### config.mk
export PLATFORM = sky130hd
export DESIGN_NAME = hex_float_formatter_unit_flat
export DESIGN_NICKNAME = d
export VERILOG_FILES = /design/src/hdl/hff_pkg.sv /design/src/hdl/hff_in_if.sv /design/src/hdl/hff_out_if.sv /design/src/hdl/hff_frac_unit.sv /design/src/hdl/hff_exp_unit.sv /design/src/hdl/hff_seq.sv /design/src/hdl/hex_float_formatter_unit.sv /design/src/flat_wrapper.sv
export SDC_FILE = /design/constraint.sdc
export NUM_CORES = 1
export LEC_CHECK = 0
export BUFFER_PORTS_ARGS = -buffer_cell sky130_fd_sc_hd__buf_4
export CORE_ASPECT_RATIO = 0.9
export CORE_MARGIN = 2
export CORE_UTILIZATION = 56
export CTS_BUF_LIST = sky130_fd_sc_hd__clkbuf_4 sky130_fd_sc_hd__clkbuf_8 sky130_fd_sc_hd__clkbuf_16
export DETAILED_ROUTE_END_ITERATION = 7
export PLACE_DENSITY = 0.85
export SLEW_MARGIN = 20
export SYNTH_ARGS = -nofsm -noshare
export SYNTH_HDL_FRONTEND = slang
export SYNTH_HIERARCHICAL = 1
export SYNTH_SLANG_ARGS = --single-unit
### constraint.sdc
create_clock -name clk -period 4.9 [get_ports clk]
set_input_delay 0.49 -clock clk [delete_from_list [all_inputs] [get_ports clk]]
set_output_delay 0.49 -clock clk [all_outputs]
set_load 0.02 [all_outputs]
### src/hdl/hff_pkg.sv
`timescale 1ns / 1ps
// Shared types, widths and character constants for the hex float formatter.
// No dependencies.
package hff_pkg;

  localparam int VALUE_W    = 64;
  localparam int FRAC_W     = 52;
  localparam int EXPF_W     = 11;
  localparam int SIG_W      = FRAC_W + 2;
  localparam int FRAC_NIBS  = FRAC_W / 4;
  localparam int EXP_W      = 12;
  localparam int MAG_W      = 11;
  localparam int BCD_W      = 16;
  localparam int EXP_BIAS   = 1023;
  localparam int PREC_W     = 7;
  localparam int SPACE_W    = 8;
  localparam int CHAR_W     = 8;
  localparam int CFG_IDX_W  = 3;
  localparam int CFG_DATA_W = 8;
  localparam int MAX_ITEMS  = 48;
  localparam int ROUND_NIBS = 13;
  localparam int DEF_MAX_PRECISION = 40;

  localparam logic [CFG_IDX_W-1:0] CFG_UPPER_CASE      = 3'd0;
  localparam logic [CFG_IDX_W-1:0] CFG_NORMALIZE_MODE  = 3'd1;
  localparam logic [CFG_IDX_W-1:0] CFG_TRAILING_POINT  = 3'd2;
  localparam logic [CFG_IDX_W-1:0] CFG_POINT_CHAR      = 3'd3;
  localparam logic [CFG_IDX_W-1:0] CFG_EXPONENT_LETTER = 3'd4;
  localparam logic [CFG_IDX_W-1:0] CFG_MIN_EXP_DIGITS  = 3'd5;
  localparam logic [CFG_IDX_W-1:0] CFG_PLUS_SIGN       = 3'd6;

  localparam logic [CHAR_W-1:0] CH_ZERO    = 8'h30;
  localparam logic [CHAR_W-1:0] CH_UPPER_A = 8'h41;
  localparam logic [CHAR_W-1:0] CH_LOWER_A = 8'h61;
  localparam logic [CHAR_W-1:0] CH_PLUS    = 8'h2B;
  localparam logic [CHAR_W-1:0] CH_MINUS   = 8'h2D;
  localparam logic [CHAR_W-1:0] CH_POINT   = 8'h2E;
  localparam logic [CHAR_W-1:0] CH_LETTER  = 8'h70;

  typedef struct packed {
    logic              upper_case;
    logic              normalize_mode;
    logic              trailing_point;
    logic [CHAR_W-1:0] point_char;
    logic [CHAR_W-1:0] exponent_letter;
    logic [2:0]        min_exp_digits;
    logic              plus_sign;
  } hff_cfg_t;

  typedef struct packed {
    logic load;
    logic norm_step;
    logic fix;
    logic nib_shift;
    logic exp_inc;
    logic dabble_start;
    logic dabble_step;
  } hff_ctl_t;

  typedef struct packed {
    logic       lead_set;
    logic [3:0] lead_nib;
    logic [3:0] top_nib;
    logic [3:0] scan_nib;
    logic       carry;
  } hff_frac_st_t;

  typedef struct packed {
    logic             neg;
    logic [BCD_W-1:0] bcd;
    logic [2:0]       ndig;
  } hff_exp_st_t;

  function automatic logic [CHAR_W-1:0] hex_char(input logic [3:0] nib, input logic upper);
    logic [CHAR_W-1:0] base;
    base = upper ? CH_UPPER_A : CH_LOWER_A;
    if (nib < 4'd10) hex_char = CH_ZERO + {4'b0, nib};
    else hex_char = base + {4'b0, nib} - 8'd10;
  endfunction

endpackage

### src/hdl/hff_in_if.sv
`timescale 1ns / 1ps
// Input channel: binary64 pattern, hex precision and room, valid/ready.
// Depends on hff_pkg.
interface hff_in_if import hff_pkg::*; ();
  logic                      valid;
  logic                      ready;
  logic [VALUE_W-1:0]        value_bits;
  logic signed [PREC_W-1:0]  hex_precision;
  logic [SPACE_W-1:0]        space_available;

  modport source (output valid, output value_bits, output hex_precision,
                  output space_available, input ready);
  modport sink (input valid, input value_bits, input hex_precision,
                input space_available, output ready);
endinterface

### src/hdl/hff_out_if.sv
`timescale 1ns / 1ps
// Result channel: one text character per item, valid/ready.
// Depends on hff_pkg.
interface hff_out_if import hff_pkg::*; ();
  logic              valid;
  logic              ready;
  logic [CHAR_W-1:0] out_char;
  logic              last_char;
  logic              no_room;

  modport source (output valid, output out_char, output last_char,
                  output no_room, input ready);
  modport sink (input valid, input out_char, input last_char,
                input no_room, output ready);
endinterface

### src/hdl/hff_frac_unit.sv
`timescale 1ns / 1ps
// Significand register: load, one-bit normalize shifts, rounding at the
// precision, nibble scan and nibble-serial shift-out. Depends on hff_pkg.
module hff_frac_unit import hff_pkg::*; (
  input  logic                     clk,
  input  hff_ctl_t                 ctl,
  input  logic [VALUE_W-1:0]       value_bits,
  input  logic                     normalize_mode,
  input  logic signed [PREC_W-1:0] prec,
  input  logic [3:0]               scan_idx,
  output hff_frac_st_t             st
);

  logic [SIG_W-1:0]  sig_r, sig_nxt;
  logic [EXPF_W-1:0] expf;
  logic [FRAC_W-1:0] frac_in;
  logic [SIG_W-1:0]  base, rbit, sum;
  logic [5:0]        cut;
  logic              round_en, half;
  logic [3:0]        nib_a [FRAC_NIBS];

  assign expf    = value_bits[FRAC_W+EXPF_W-1:FRAC_W];
  assign frac_in = value_bits[FRAC_W-1:0];

  assign base     = normalize_mode ? {2'b00, sig_r[FRAC_W-1:0]} : sig_r;
  assign round_en = !prec[PREC_W-1] && (prec[5:0] < 6'(ROUND_NIBS));
  assign cut      = 6'(FRAC_W-1) - {prec[3:0], 2'b00};
  assign rbit     = SIG_W'(1) << (cut + 6'd1);
  assign half     = base[cut];
  assign sum      = base + (half ? rbit : '0);

  always_comb begin
    for (int i = 0; i < FRAC_NIBS; i++) begin
      nib_a[i] = sig_r[FRAC_W-1-4*i -: 4];
    end
  end

  always_comb begin
    sig_nxt = sig_r;
    if (ctl.load) begin
      if (expf == '0 && frac_in == '0) sig_nxt = '0;
      else if (normalize_mode) sig_nxt = {2'b00, frac_in};
      else sig_nxt = {1'b0, expf != '0, frac_in};
    end else if (ctl.norm_step) begin
      sig_nxt = {sig_r[SIG_W-2:0], 1'b0};
    end else if (ctl.fix) begin
      sig_nxt = round_en ? (sum & ~(rbit - SIG_W'(1))) : base;
    end else if (ctl.nib_shift) begin
      sig_nxt = {sig_r[SIG_W-1:FRAC_W], sig_r[FRAC_W-5:0], 4'b0000};
    end
  end

  always_ff @(posedge clk) begin
    sig_r <= sig_nxt;
  end

  assign st.lead_set = sig_r[FRAC_W];
  assign st.lead_nib = {2'b00, sig_r[SIG_W-1:FRAC_W]};
  assign st.top_nib  = sig_r[FRAC_W-1:FRAC_W-4];
  assign st.scan_nib = nib_a[scan_idx];
  assign st.carry    = normalize_mode && round_en && half && sum[FRAC_W];

endmodule

### src/hdl/hff_exp_unit.sv
`timescale 1ns / 1ps
// Binary exponent register and bit-serial binary to BCD conversion
// (shift and add three). Depends on hff_pkg.
module hff_exp_unit import hff_pkg::*; (
  input  logic               clk,
  input  hff_ctl_t           ctl,
  input  logic [VALUE_W-1:0] value_bits,
  output hff_exp_st_t        st
);

  logic [EXP_W-1:0]  e_r, e_nxt;
  logic [MAG_W-1:0]  bin_r, bin_nxt;
  logic [BCD_W-1:0]  bcd_r, bcd_nxt, adj;
  logic [EXPF_W-1:0] expf;
  logic [EXP_W-1:0]  mag;

  assign expf = value_bits[FRAC_W+EXPF_W-1:FRAC_W];
  assign mag  = e_r[EXP_W-1] ? (~e_r + EXP_W'(1)) : e_r;

  always_comb begin
    for (int d = 0; d < BCD_W / 4; d++) begin
      adj[4*d +: 4] = (bcd_r[4*d +: 4] >= 4'd5) ? bcd_r[4*d +: 4] + 4'd3 : bcd_r[4*d +: 4];
    end
  end

  always_comb begin
    e_nxt   = e_r;
    bin_nxt = bin_r;
    bcd_nxt = bcd_r;
    if (ctl.load) begin
      if (value_bits[FRAC_W+EXPF_W-1:0] == '0) e_nxt = '0;
      else e_nxt = EXP_W'({1'b0, expf}) - EXP_W'(EXP_BIAS) + EXP_W'(expf == '0);
    end else if (ctl.norm_step) begin
      e_nxt = e_r - EXP_W'(1);
    end else if (ctl.exp_inc) begin
      e_nxt = e_r + EXP_W'(1);
    end
    if (ctl.dabble_start) begin
      bin_nxt = mag[MAG_W-1:0];
      bcd_nxt = '0;
    end else if (ctl.dabble_step) begin
      bcd_nxt = {adj[BCD_W-2:0], bin_r[MAG_W-1]};
      bin_nxt = {bin_r[MAG_W-2:0], 1'b0};
    end
  end

  always_ff @(posedge clk) begin
    e_r   <= e_nxt;
    bin_r <= bin_nxt;
    bcd_r <= bcd_nxt;
  end

  assign st.neg  = e_r[EXP_W-1];
  assign st.bcd  = bcd_r;
  assign st.ndig = (bcd_r[15:12] != '0) ? 3'd4 :
                   (bcd_r[11:8] != '0)  ? 3'd3 :
                   (bcd_r[7:4] != '0)   ? 3'd2 : 3'd1;

endmodule

### src/hdl/hff_seq.sv
`timescale 1ns / 1ps
// Sequencer: steps the significand and exponent units, sizes the text and emits it
// via an output register, one character per cycle unless stalled. Depends on hff_pkg.
module hff_seq import hff_pkg::*; #(
  parameter int MAX_PRECISION = DEF_MAX_PRECISION
) (
  input  logic                     clk,
  input  logic                     rst_n,
  input  hff_cfg_t                 cfg,
  input  logic                     in_valid,
  output logic                     in_ready,
  input  logic [VALUE_W-1:0]       value_bits,
  input  logic signed [PREC_W-1:0] hex_precision,
  input  logic [SPACE_W-1:0]       space_available,
  output hff_ctl_t                 ctl,
  output logic signed [PREC_W-1:0] prec,
  output logic [3:0]               scan_idx,
  input  hff_frac_st_t             frac_st,
  input  hff_exp_st_t              exp_st,
  output logic                     out_valid,
  input  logic                     out_ready,
  output logic [CHAR_W-1:0]        out_char,
  output logic                     last_char,
  output logic                     no_room
);

  localparam int FW_W  = $clog2(MAX_PRECISION + 1);
  localparam int LEN_W = $clog2(MAX_PRECISION + 9);

  typedef enum logic [3:0] {
    S_IDLE, S_NORM, S_FIX, S_SCAN, S_LEN, S_ERR, S_LEAD,
    S_POINT, S_FRAC, S_LETTER, S_SIGN, S_EXPD
  } state_t;

  state_t                   state_r, state_nxt;
  logic signed [PREC_W-1:0] prec_r, prec_nxt;
  logic [SPACE_W-1:0]       space_r, space_nxt;
  logic                     zero_r, zero_nxt;
  logic [FW_W-1:0]          cnt_r, cnt_nxt;
  logic [FW_W-1:0]          fracn_r, fracn_nxt;
  logic [FW_W-1:0]          fw_r, fw_nxt;
  logic                     point_r, point_nxt;
  logic                     sign_r, sign_nxt;
  logic [2:0]               ed_r, ed_nxt;
  logic                     out_valid_r, out_valid_nxt;
  logic [CHAR_W-1:0]        out_char_r, out_char_nxt;
  logic                     last_r, last_nxt;
  logic                     err_r, err_nxt;

  logic                     accept, adv, is_zero, prec_gt, pt, sg;
  logic [EXPF_W-1:0]        expf;
  logic [FW_W-1:0]          fw;
  logic [2:0]               mind, ed;
  logic [LEN_W-1:0]         len;
  logic [3:0]               lead;

  assign in_ready = (state_r == S_IDLE);
  assign accept   = in_valid && in_ready;
  assign adv      = !out_valid_r || out_ready;
  assign expf     = value_bits[FRAC_W+EXPF_W-1:FRAC_W];
  assign is_zero  = (value_bits[FRAC_W+EXPF_W-1:0] == '0);
  assign prec     = prec_r;
  assign scan_idx = cnt_r[3:0];

  assign prec_gt = !prec_r[PREC_W-1] && (prec_r[FW_W-1:0] > fracn_r);
  assign fw      = prec_gt ? prec_r[FW_W-1:0] : fracn_r;
  assign pt      = (fw != '0) || cfg.trailing_point;
  assign sg      = exp_st.neg || cfg.plus_sign;
  assign mind    = (cfg.min_exp_digits >= 3'd4) ? 3'd4 :
                   (cfg.min_exp_digits == 3'd0) ? 3'd1 : cfg.min_exp_digits;
  assign ed      = (exp_st.ndig > mind) ? exp_st.ndig : mind;
  assign len     = LEN_W'(2) + LEN_W'(pt) + LEN_W'(fw) + LEN_W'(sg) + LEN_W'(ed);
  assign lead    = (cfg.normalize_mode && !zero_r) ? 4'd1 : frac_st.lead_nib;

  always_comb begin
    state_nxt     = state_r;
    prec_nxt      = prec_r;
    space_nxt     = space_r;
    zero_nxt      = zero_r;
    cnt_nxt       = cnt_r;
    fracn_nxt     = fracn_r;
    fw_nxt        = fw_r;
    point_nxt     = point_r;
    sign_nxt      = sign_r;
    ed_nxt        = ed_r;
    out_valid_nxt = out_valid_r && !out_ready;
    out_char_nxt  = out_char_r;
    last_nxt      = last_r;
    err_nxt       = err_r;
    ctl           = '0;

    case (state_r)
      S_IDLE: begin
        if (accept) begin
          ctl.load  = 1'b1;
          zero_nxt  = is_zero;
          space_nxt = space_available;
          if (hex_precision < 0) prec_nxt = -PREC_W'(1);
          else if (hex_precision > PREC_W'(MAX_PRECISION)) prec_nxt = PREC_W'(MAX_PRECISION);
          else prec_nxt = hex_precision;
          if (cfg.normalize_mode && expf == '0 && !is_zero) state_nxt = S_NORM;
          else state_nxt = S_FIX;
        end
      end
      S_NORM: begin
        if (frac_st.lead_set) state_nxt = S_FIX;
        else ctl.norm_step = 1'b1;
      end
      S_FIX: begin
        ctl.fix     = 1'b1;
        ctl.exp_inc = frac_st.carry;
        fracn_nxt   = '0;
        cnt_nxt     = '0;
        state_nxt   = S_SCAN;
      end
      S_SCAN: begin
        if (cnt_r == '0) ctl.dabble_start = 1'b1;
        else if (cnt_r <= FW_W'(MAG_W)) ctl.dabble_step = 1'b1;
        if (frac_st.scan_nib != '0) fracn_nxt = cnt_r + FW_W'(1);
        if (cnt_r == FW_W'(FRAC_NIBS - 1)) state_nxt = S_LEN;
        else cnt_nxt = cnt_r + FW_W'(1);
      end
      S_LEN: begin
        fw_nxt    = fw;
        cnt_nxt   = fw;
        point_nxt = pt;
        sign_nxt  = sg;
        ed_nxt    = ed;
        if (9'(len) > 9'(space_r) || 9'(len) > 9'(MAX_ITEMS)) state_nxt = S_ERR;
        else state_nxt = S_LEAD;
      end
      S_ERR: begin
        if (adv) begin
          out_valid_nxt = 1'b1;
          out_char_nxt  = '0;
          last_nxt      = 1'b1;
          err_nxt       = 1'b1;
          state_nxt     = S_IDLE;
        end
      end
      S_LEAD: begin
        if (adv) begin
          out_valid_nxt = 1'b1;
          out_char_nxt  = hex_char(lead, cfg.upper_case);
          last_nxt      = 1'b0;
          err_nxt       = 1'b0;
          state_nxt     = point_r ? S_POINT : S_LETTER;
        end
      end
      S_POINT: begin
        if (adv) begin
          out_valid_nxt = 1'b1;
          out_char_nxt  = cfg.point_char;
          last_nxt      = 1'b0;
          err_nxt       = 1'b0;
          state_nxt     = (fw_r != '0) ? S_FRAC : S_LETTER;
        end
      end
      S_FRAC: begin
        if (adv) begin
          out_valid_nxt = 1'b1;
          out_char_nxt  = hex_char(frac_st.top_nib, cfg.upper_case);
          last_nxt      = 1'b0;
          err_nxt       = 1'b0;
          ctl.nib_shift = 1'b1;
          cnt_nxt       = cnt_r - FW_W'(1);
          if (cnt_r == FW_W'(1)) state_nxt = S_LETTER;
        end
      end
      S_LETTER: begin
        if (adv) begin
          out_valid_nxt = 1'b1;
          out_char_nxt  = cfg.exponent_letter;
          last_nxt      = 1'b0;
          err_nxt       = 1'b0;
          cnt_nxt       = FW_W'(ed_r - 3'd1);
          state_nxt     = sign_r ? S_SIGN : S_EXPD;
        end
      end
      S_SIGN: begin
        if (adv) begin
          out_valid_nxt = 1'b1;
          out_char_nxt  = exp_st.neg ? CH_MINUS : CH_PLUS;
          last_nxt      = 1'b0;
          err_nxt       = 1'b0;
          state_nxt     = S_EXPD;
        end
      end
      S_EXPD: begin
        if (adv) begin
          out_valid_nxt = 1'b1;
          out_char_nxt  = CH_ZERO + {4'b0, exp_st.bcd[{cnt_r[1:0], 2'b00} +: 4]};
          last_nxt      = (cnt_r == '0);
          err_nxt       = 1'b0;
          cnt_nxt       = cnt_r - FW_W'(1);
          if (cnt_r == '0) state_nxt = S_IDLE;
        end
      end
      default: begin
        state_nxt = S_IDLE;
      end
    endcase
  end

  always_ff @(posedge clk) begin
    if (!rst_n) begin
      state_r     <= S_IDLE;
      out_valid_r <= 1'b0;
    end else begin
      state_r     <= state_nxt;
      out_valid_r <= out_valid_nxt;
    end
    prec_r     <= prec_nxt;
    space_r    <= space_nxt;
    zero_r     <= zero_nxt;
    cnt_r      <= cnt_nxt;
    fracn_r    <= fracn_nxt;
    fw_r       <= fw_nxt;
    point_r    <= point_nxt;
    sign_r     <= sign_nxt;
    ed_r       <= ed_nxt;
    out_char_r <= out_char_nxt;
    last_r     <= last_nxt;
    err_r      <= err_nxt;
  end

  assign out_valid = out_valid_r;
  assign out_char  = out_char_r;
  assign last_char = last_r;
  assign no_room   = err_r;

endmodule

### src/hdl/hex_float_formatter_unit.sv
`timescale 1ns / 1ps
// Top level of the hex float formatter: config registers, channels, units.
// Depends on hff_pkg, hff_in_if, hff_out_if, hff_frac_unit, hff_exp_unit, hff_seq.
//
//   port    dir  handshake     payload
//   in_ch   in   valid/ready   value_bits[63:0], hex_precision[6:0] s, space_available[7:0]
//   out_ch  out  valid/ready   out_char[7:0], last_char, no_room
//   cfg_*   in   cfg_we        cfg_index[2:0], cfg_data[7:0]
//
// Per value the sequencer loads it, in normalize mode shifts a subnormal
// left one bit at a time (52 shifts at most), rounds at the precision,
// scans the 13-nibble fraction, sizes the text and then emits n text
// characters (or one error item).
// rst_n is synchronous; no new value is taken until the last item is loaded
// into the output register, and a stalled output holds the sequencer.
module hex_float_formatter_unit import hff_pkg::*; #(
  parameter int MAX_PRECISION = DEF_MAX_PRECISION
) (
  input  logic                  clk,
  input  logic                  rst_n,
  hff_in_if.sink                in_ch,
  hff_out_if.source             out_ch,
  input  logic                  cfg_we,
  input  logic [CFG_IDX_W-1:0]  cfg_index,
  input  logic [CFG_DATA_W-1:0] cfg_data
);

  hff_cfg_t                 cfg_r, cfg_nxt;
  hff_ctl_t                 ctl;
  hff_frac_st_t             frac_st;
  hff_exp_st_t              exp_st;
  logic signed [PREC_W-1:0] prec;
  logic [3:0]               scan_idx;

  always_comb begin
    cfg_nxt = cfg_r;
    if (cfg_we) begin
      case (cfg_index)
        CFG_UPPER_CASE:      cfg_nxt.upper_case      = cfg_data[0];
        CFG_NORMALIZE_MODE:  cfg_nxt.normalize_mode  = cfg_data[0];
        CFG_TRAILING_POINT:  cfg_nxt.trailing_point  = cfg_data[0];
        CFG_POINT_CHAR:      cfg_nxt.point_char      = cfg_data;
        CFG_EXPONENT_LETTER: cfg_nxt.exponent_letter = cfg_data;
        CFG_MIN_EXP_DIGITS:  cfg_nxt.min_exp_digits  = cfg_data[2:0];
        CFG_PLUS_SIGN:       cfg_nxt.plus_sign       = cfg_data[0];
        default: begin
        end
      endcase
    end
  end

  always_ff @(posedge clk) begin
    if (!rst_n) begin
      cfg_r.upper_case      <= 1'b0;
      cfg_r.normalize_mode  <= 1'b0;
      cfg_r.trailing_point  <= 1'b0;
      cfg_r.point_char      <= CH_POINT;
      cfg_r.exponent_letter <= CH_LETTER;
      cfg_r.min_exp_digits  <= 3'd1;
      cfg_r.plus_sign       <= 1'b1;
    end else begin
      cfg_r <= cfg_nxt;
    end
  end

  hff_frac_unit u_frac (
    .clk            (clk),
    .ctl            (ctl),
    .value_bits     (in_ch.value_bits),
    .normalize_mode (cfg_r.normalize_mode),
    .prec           (prec),
    .scan_idx       (scan_idx),
    .st             (frac_st)
  );

  hff_exp_unit u_exp (
    .clk        (clk),
    .ctl        (ctl),
    .value_bits (in_ch.value_bits),
    .st         (exp_st)
  );

  hff_seq #(
    .MAX_PRECISION (MAX_PRECISION)
  ) u_seq (
    .clk             (clk),
    .rst_n           (rst_n),
    .cfg             (cfg_r),
    .in_valid        (in_ch.valid),
    .in_ready        (in_ch.ready),
    .value_bits      (in_ch.value_bits),
    .hex_precision   (in_ch.hex_precision),
    .space_available (in_ch.space_available),
    .ctl             (ctl),
    .prec            (prec),
    .scan_idx        (scan_idx),
    .frac_st         (frac_st),
    .exp_st          (exp_st),
    .out_valid       (out_ch.valid),
    .out_ready       (out_ch.ready),
    .out_char        (out_ch.out_char),
    .last_char       (out_ch.last_char),
    .no_room         (out_ch.no_room)
  );

endmodule
### src/flat_wrapper.sv
// flat-port wrapper written by rule: the top's interface ports become plain ports
module hex_float_formatter_unit_flat import hff_pkg::*;
#(
  parameter int MAX_PRECISION = DEF_MAX_PRECISION
)
  (clk, rst_n, cfg_we, cfg_index, cfg_data, in_ch_valid, in_ch_value_bits, in_ch_hex_precision, in_ch_space_available, in_ch_ready, out_ch_valid, out_ch_out_char, out_ch_last_char, out_ch_no_room, out_ch_ready);
  hff_in_if in_ch_i ();
  hff_out_if out_ch_i ();
  input  logic clk;
  input  logic rst_n;
  input  logic cfg_we;
  input  logic [CFG_IDX_W-1:0] cfg_index;
  input  logic [CFG_DATA_W-1:0] cfg_data;
  input wire logic [$bits(in_ch_i.valid)-1:0] in_ch_valid;
  input wire logic [$bits(in_ch_i.value_bits)-1:0] in_ch_value_bits;
  input wire logic [$bits(in_ch_i.hex_precision)-1:0] in_ch_hex_precision;
  input wire logic [$bits(in_ch_i.space_available)-1:0] in_ch_space_available;
  output wire logic [$bits(in_ch_i.ready)-1:0] in_ch_ready;
  output wire logic [$bits(out_ch_i.valid)-1:0] out_ch_valid;
  output wire logic [$bits(out_ch_i.out_char)-1:0] out_ch_out_char;
  output wire logic [$bits(out_ch_i.last_char)-1:0] out_ch_last_char;
  output wire logic [$bits(out_ch_i.no_room)-1:0] out_ch_no_room;
  input wire logic [$bits(out_ch_i.ready)-1:0] out_ch_ready;
  assign in_ch_i.valid = in_ch_valid;
  assign in_ch_i.value_bits = in_ch_value_bits;
  assign in_ch_i.hex_precision = in_ch_hex_precision;
  assign in_ch_i.space_available = in_ch_space_available;
  assign in_ch_ready = in_ch_i.ready;
  assign out_ch_valid = out_ch_i.valid;
  assign out_ch_out_char = out_ch_i.out_char;
  assign out_ch_last_char = out_ch_i.last_char;
  assign out_ch_no_room = out_ch_i.no_room;
  assign out_ch_i.ready = out_ch_ready;
  hex_float_formatter_unit #(.MAX_PRECISION(MAX_PRECISION)) u_core (.clk(clk), .rst_n(rst_n), .in_ch(in_ch_i), .out_ch(out_ch_i), .cfg_we(cfg_we), .cfg_index(cfg_index), .cfg_data(cfg_data));
endmodule
==> out/qor.txt, run 1 <==
Outcome: complete, but fails checks
Failing checks: setup timing
Largest cells by area after synthesis: edfxtp_1, dfxtp_1, ha_1, nand2_1, a21oi_1
IO Count: 107
Gr usage total: 34.5%
Initial DRC Count: 2,296
Netlist Area Pre-Place: 14,400 sq um
Drt wl/cell: 22.2 um
Slowest CP cell: fa_1
Cell count after synthesis: 1,644
Worst skew pair latency: 450 ps
Largest net degree at the start of global routing: 59
Switching share of power: 43.8%
Setup TNS: -22.6 ps
Die Wd: 173 um
Worst Path Max Fanout: 2
First-pass GRT wire length: 73.7 mm
Endpoint kind of the worst setup timing path: flop
Reg clk slew, reported paths: 80 ps
Clock power share: 18.0%
Vias per cell: 6.71
Synth cell types: 97
Comb power frac: 48.7%
P&R area growth vs syn: 19.2%
Final Cycle Share: 100%
Yosys reg bits: 170
Asr flop ratio synth: 0%
Placed cell area: 16,100 sq um
Pwr Density: 467 nW/um^2
DR vias: 14,500
Sw Pwr: 0.00351 W
Slew margin rel.: 26.7%
Final Max Slew Viols: 0
Synth Flop Type: edfxtp_1
Routed Wire Length: 48.1 mm
Worst Path Arrival: 5260 ps
Die Ht: 156 um
Initial antenna violation count: 0
ANT cells: 0
Final worst setup slack: -22.6 ps
Post-route DRC: 0
GR Overflow Total: 0
Post-detail-place hpwl: 34.8 mm
CTS tree: done
Max Cap Violations: 0
Clk buf depth: 2
Cell Rows: 55
Number of global-route vias before repair: 13,500
WS Path Type: reg2reg
Hold Fails Final Rpt: 0
H-Tree Depth: 4
Layout Utilization: 68.1%
Die Footprint: 27,000 sq um
EDFF count, synth: 126
Min cycle time layout: 4920 ps
Finish-stage setup viols: 1
YS warnings: 6
Sequential power share: 33.3%
Worst EP required: 5230 ps
RSZ-0062 raised after global routing: true
Ratio of cells with drive above 1 in the final layout: 21.1%
Top-area cell type share of the netlist area: 26.3%
VDD IR max: 0.269 mV
Antenna Nets Post-Route: 0
Cells along the critical path: inv_2, ha_4, nor3b_4, a31oi_4, ha_4, a21o_1, a21oi_4, a31oi_4, mux2i_4, fa_1, inv_2, ha_4, fa_2, buf_6, xor2_2, ha_1, o21ai_1, nand2b_1, a2111oi_4, nor4_4, a221oi_2, o31ai_1
Post-route cell area: 17,200 sq um
Area leader, netlist: edfxtp_1
Peak Freq: 203 MHz
Nets: 1,973
Commonest cells after routing, fill and taps aside: buf_4, nand2_1, edfxtp_1
Min Hold Slack: 214 ps
Core Area: 25,200 sq um
Worst Tran Pin Value: 1100 ps
Crit-path max cell delay: 530 ps
Clock root buffer: clkbuf_16
Most common cell after layout, fill and taps aside: buf_4
Worst clock skew: 19.1 ps
HP Class: in2reg
Crit path launch type: flop
Sequential fraction of the synthesis area: 32.4%
GP Congestion: 1.01
P_int: 0.00450 W
Synth Area per Inst: 8.75 sq um
Starting Density: 57.1%
Pleak: 6.62 nW
IO Port Bufs: 105
CTS Sinks: 170
DR pass1 iterations: 7
Num CTS Buffers: 17
Cell mode on critical path: ha_4
## critical path: cells and delay by family (launching register included)
family / cells / cell delay, ps
adders and majority gates: 6 / 1790
AOI/OAI and AO/OA: 8 / 1520
and+or+nand+nor: 3 / 490
DFF: 1 / 330
buffers and inverters: 3 / 250
muxes: 1 / 240
xor gates and xnor gates: 1 / 170
## stage by stage
step / instances / setup WS [ps] / total power [W]
global route: 2160 / -206 / 0.00839
detailed placement: 2115 / -430 / 0.00622
CTS: 2151 / -30.5 / 0.00777
global placement: 2115 / -75.1 / 0.00611
floorplan: 1645 / 95.0 / 0.00498
finish: 2160 / -22.6 / 0.00801
## flip-flops by register name, summed over array words and instances (netlist names)
| name | flops |
|---|---|
| u_core/u_frac/sig_r | 54 |
| u_core/cfg_r | 23 |
| u_core/u_exp/bcd_r | 16 |
| u_core/u_exp/e_r | 12 |
| u_core/u_exp/bin_r | 11 |
| u_core/u_seq/out_char | 8 |
| u_core/u_seq/space_r | 8 |
| u_core/u_seq/prec | 7 |
| u_core/u_seq/cnt_r | 6 |
| u_core/u_seq/fracn_r | 6 |
| u_core/u_seq/fw_r | 6 |
| u_core/u_seq/state_r | 4 |
| u_core/u_seq/ed_r | 3 |
| u_core/u_seq/last_char | 1 |
| u_core/u_seq/no_room | 1 |
| u_core/u_seq/out_valid | 1 |
| u_core/u_seq/point_r | 1 |
| u_core/u_seq/sign_r | 1 |
| u_core/u_seq/zero_r | 1 |
## cells by family after synthesis
group / share of synthesized area (%)
AOI/OAI and AO/OA: 20.2
xor gates and xnor gates: 6.07
adders and majority gates: 6.50
buffers and inverters: 5.36
DFF: 32.4
muxes: 7.08
other: 0.0261
and+or+nand+nor: 22.3
## timing repair
action,CTS,global route
cloned,0,1
gates resized for setup,22,41
buffers inserted,5,10
hold buffers,0,0
pin swaps,6,20
endpoints found under the setup margin,2,19
## power by group through the flow
stage                     registers (W)  clock network, W  logic (W)
after floorplan                 0.00236                 0    0.00263
after global placement          0.00265                 0    0.00346
after detailed placement        0.00266                 0    0.00357
after CTS                       0.00263           0.00145    0.00369
after global routing            0.00270           0.00150    0.00419
final                           0.00267           0.00144    0.00390
## cell type report
cell class | instances | area, sq um
timing repair buffer | 245 | 1860
clock buffer | 18 | 450
inverter | 78 | 293
fill | 2000 | 8030
tap | 342 | 428
sequential | 170 | 4670
clock inverter | 14 | 163
multi-input combinational | 1293 | 9300
## cell usage after synthesis, types with 17 or more instances
master,instances
nor2b_1,34
mux4_2,20
xnor2_1,38
nand2_1,163
mux2i_1,47
nor4_1,57
ha_1,70
a22oi_1,20
a21o_1,21
a21oi_1,113
clkbuf_1,55
edfxtp_1,126
nor3b_1,39
o21ai_0,81
nor2_1,120
o221ai_1,17
nand4_1,32
inv_1,76
dfxtp_1,44
nand3_1,50
nand2b_1,22
xor2_1,56
o211ai_1,25
buf_2,20
nor3_1,25
## path summary, 6_finish.rpt
check / startpoint / endpoint / slack [ps] / cells past startpoint
setup / recovery: u_core/u_exp/bcd_r[9] / u_core/u_seq/state_r[0] / -20 / 22
hold / removal: in_ch_space_available[3] / u_core/u_seq/space_r[3] / 210 / 1
setup reg to reg: u_core/u_exp/bcd_r[9] / u_core/u_seq/state_r[0] / -20 / 22
hold reg to reg: u_core/cfg_r[19] / u_core/cfg_r[19] / 470 / 2
## metal layers
metal	vias to the layer above	global-route usage, %	share of wire, %
met4	0	13.2	3.9
met5	-	0	0
met3	169	7.41	11
li1	6511	-	-
met1	6761	45.8	40
met2	1047	55.3	45
No activity file was read; power rests on OpenSTA's default activity.
==> run 2: changes to the inputs <==
--- a/config.mk
+++ b/config.mk
@@ -7,11 +7,11 @@
 export LEC_CHECK = 0
 export BUFFER_PORTS_ARGS = -buffer_cell sky130_fd_sc_hd__buf_4
 export CORE_ASPECT_RATIO = 0.9
-export CORE_MARGIN = 2
 export CORE_UTILIZATION = 56
 export CTS_BUF_LIST = sky130_fd_sc_hd__clkbuf_4 sky130_fd_sc_hd__clkbuf_8 sky130_fd_sc_hd__clkbuf_16
 export DETAILED_ROUTE_END_ITERATION = 7
 export PLACE_DENSITY = 0.85
+export SKIP_CTS_REPAIR_TIMING = 1
 export SLEW_MARGIN = 20
 export SYNTH_ARGS = -nofsm -noshare
 export SYNTH_HDL_FRONTEND = slang
==> run 2 against run 1 <==
The flow finishes with violations (DRC). Via count rose by 1.4%. Combinational power grew 3%. First-iteration DRC count fell by 0.70%. Worst hold slack about the same. Highest routed layer unchanged. Cell count is 0.23% lower. Clock power fell by 3%. Sequential share of layout area decreased by 0.16 points. Design area increased by 0.59%. Core utilization up 0.40 points. Register-to-register slack improved by 60 ps. Maximum frequency grew 1.3%.
==> out/qor.txt, run 2 (synthesis gave the netlist of run 1 again) <==
Post-route cell area: 17,300 sq um (+0.59%)
Routed Wire Length: 48.4 mm (+0.69%)
Clock power share: 17.4% (-0.6 points)
Die Wd: 171 um (-1.2%)
Placed cell area: 16,100 sq um (-0.40%)
Core Area: 25,200 sq um (unchanged)
Hold Fails Final Rpt: 0 (unchanged)
Slew margin rel.: 26.5% (-0.14 points)
Number of global-route vias before repair: 13,300 (-1.5%)
Worst Path Arrival: 5230 ps (-30 ps)
Min cycle time layout: 4860 ps (-63.7 ps)
# fillers: 1,923 (-3.9%)
CTS Sinks: 170 (unchanged)
GR Overflow Total: 0 (unchanged)
Die Footprint: 26,300 sq um (-2.4%)
P&R area growth vs syn: 19.9%
Worst skew pair latency: 450 ps (about the same)
Endpoint kind of the worst setup timing path: flop
Pleak: 6.60 nW (-0.22%)
IO Port Bufs: 105 (unchanged)
DR pass1 iterations: 8 (+1)
Starting Density: 57.1% (unchanged)
Post-detail-place hpwl: 34.4 mm (-1.3%)
Non-Filler Instances: 2,155 (-0.23%)
First-pass GRT wire length: 71.8 mm (-2.6%)
ANT cells: 0 (unchanged)
WS Path Type: reg2reg
Outcome: complete, but fails checks
Crit path launch type: flop
IO Count: 107 (unchanged)
Max Cap Violations: 0 (unchanged)
CTS tree: done
Clk buf depth: 2 (unchanged)
Worst Tran Pin Value: 1100 ps (+6.16 ps)
Comb power frac: 49.5% (+0.8 points)
Placed insts: 2,106 (-0.43%)
Most common cell after layout, fill and taps aside: buf_4
Largest Register: u_core/u_frac/sig_r
Gr usage total: 35.0% (+0.51 points)
Largest net degree at the start of global routing: 52 (-12%)
Clock root buffer: clkbuf_16
RSZ-0062 raised after global routing: true
Tot Pwr: 0.00808 W (+0.81%)
Layout Utilization: 68.5% (+0.40 points)
P_int: 0.00452 W (+0.37%)
HP Class: in2reg
Multi-input logic area: 9430 sq um (+1.3%)
Commonest cells after routing, fill and taps aside: buf_4, nand2_1, edfxtp_1
Worst EP required: 5270 ps (+40 ps)
Ratio of cells with drive above 1 in the final layout: 21.8% (+0.78 points)
Antenna Nets Post-Route: 0 (unchanged)
VDD IR max: 0.299 mV (+11%)
Finish-stage setup viols: 0 (-1)
Drt wl/cell: 22.5 um (+0.92%)
Sw Pwr: 0.00356 W (+1.4%)
Failing checks: DRC
Vias per cell: 6.82 (+1.7%)
Worst Path Max Fanout: 6 (+4)
Final Max Slew Viols: 0 (unchanged)
Pwr Density: 468 nW/um^2 (+0.22%)
Setup TNS: 0 ps (+22.6 ps)
Initial DRC Count: 2,280 (-0.70%)
Register area: 4670 sq um (unchanged)
Biggest regs: u_core/u_frac/sig_r (54), u_core/cfg_r (23), u_core/u_exp/bcd_r (16)
Post-route DRC: 18 (+18)
Switching share of power: 44.0% (+0.25 points)
Number of flip-flops in the largest register: 54 (unchanged)
DR vias: 14,700 (+1.4%)
Nets: 1,968 (-0.25%)
Worst clock skew: 15.8 ps (-3.25 ps)
Peak Freq: 206 MHz (+1.3%)
Sequential power share: 33.1% (-0.2 points)
Die Ht: 154 um (-1.3%)
Cell Rows: 55 (unchanged)
Num CTS Buffers: 17 (unchanged)
Final Cycle Share: 99.2% (-1.3 points)
Initial antenna violation count: 0 (unchanged)
Reg clk slew, reported paths: 80 ps (about the same)
GP Congestion: 1.02 (+1.2%)
H-Tree Depth: 4 (unchanged)
[run 2: changes by cell type in the layout (fill, tap and decap cells not counted), moves of 2 or more]
cell / delta
xnor2_2: +2
o21ai_0: -2
clkinv_8: +2
nor2_1: -2
nand2_1: -2
nor2_2: +2
xnor2_1: -2
inv_1: -2
ha_1: -4
buf_4: -5
nand2_2: +2
inv_2: +2
ha_4: +4
[run 2: worst paths after layout]
path | start | endpoint | slack [ps] | depth (start not counted)
min reg2reg | u_core/cfg_r[18] | u_core/cfg_r[18] | 470 | 2
max | u_core/u_exp/bcd_r[9] | u_core/u_seq/state_r[0] | 40 | 22
min | in_ch_space_available[5] | u_core/u_seq/space_r[5] | 210 | 1
max reg2reg | u_core/u_exp/bcd_r[9] | u_core/u_seq/state_r[0] | 40 | 22
[run 2: power groups by stage]
| stage | Clock (W) | Combinational, W | Sequential (W) |
|---|---|---|---|
| after floorplan | 0 | 0.00263 | 0.00236 |
| after global placement | 0 | 0.00342 | 0.00265 |
| after detailed placement | 0 | 0.00354 | 0.00266 |
| after CTS | 0.00141 | 0.00358 | 0.00263 |
| after global routing | 0.00147 | 0.00426 | 0.00271 |
| final | 0.00140 | 0.00400 | 0.00268 |
[run 2: worst max-delay path, stage by stage, from the launching register on]
cell,delay [ps]
dfxtp_2,330
inv_2,80
ha_4,140
nor3b_4,320
a31oi_4,160
ha_4,240
a21o_1,160
a21oi_2,240
buf_4,160
buf_4,90
mux2_2,370
ha_1,220
ha_1,420
nand3_1,130
o211ai_1,300
xnor2_1,100
mux2i_1,220
ha_1,290
nand4_1,110
o22ai_2,100
nor4_4,290
a221oi_2,110
o31ai_1,200
[run 2: cell type report]
cell class / instances / share of cell area [%]
Clock inverter: 15 / 1.08
Multi-Input combinational cell: 1293 / 54.6
Timing Repair Buffer: 240 / 10.6
Tap cell: 342 / 2.48
Inverter: 78 / 1.70
Sequential cell: 170 / 27.0
Clock buffer: 17 / 2.46
[run 2: through the flow]
stage | setup WS [ps] | hold slack, ps
after global placement | -111 | 443
after detailed placement | -324 | 456
after floorplan | 95.0 | 434
after global routing | -206 | 203
after CTS | -367 | 208
final | 41.1 | 214
[run 2: layer usage]
layer / vias to the layer above / global-route usage, % / share of wire (%)
li1: 6510 / - / -
met1: 6915 / 47.2 / 39
met2: 1070 / 55.1 / 45
met3: 199 / 7.85 / 12
met4: 0 / 12.1 / 4.2
met5: - / 0 / 0
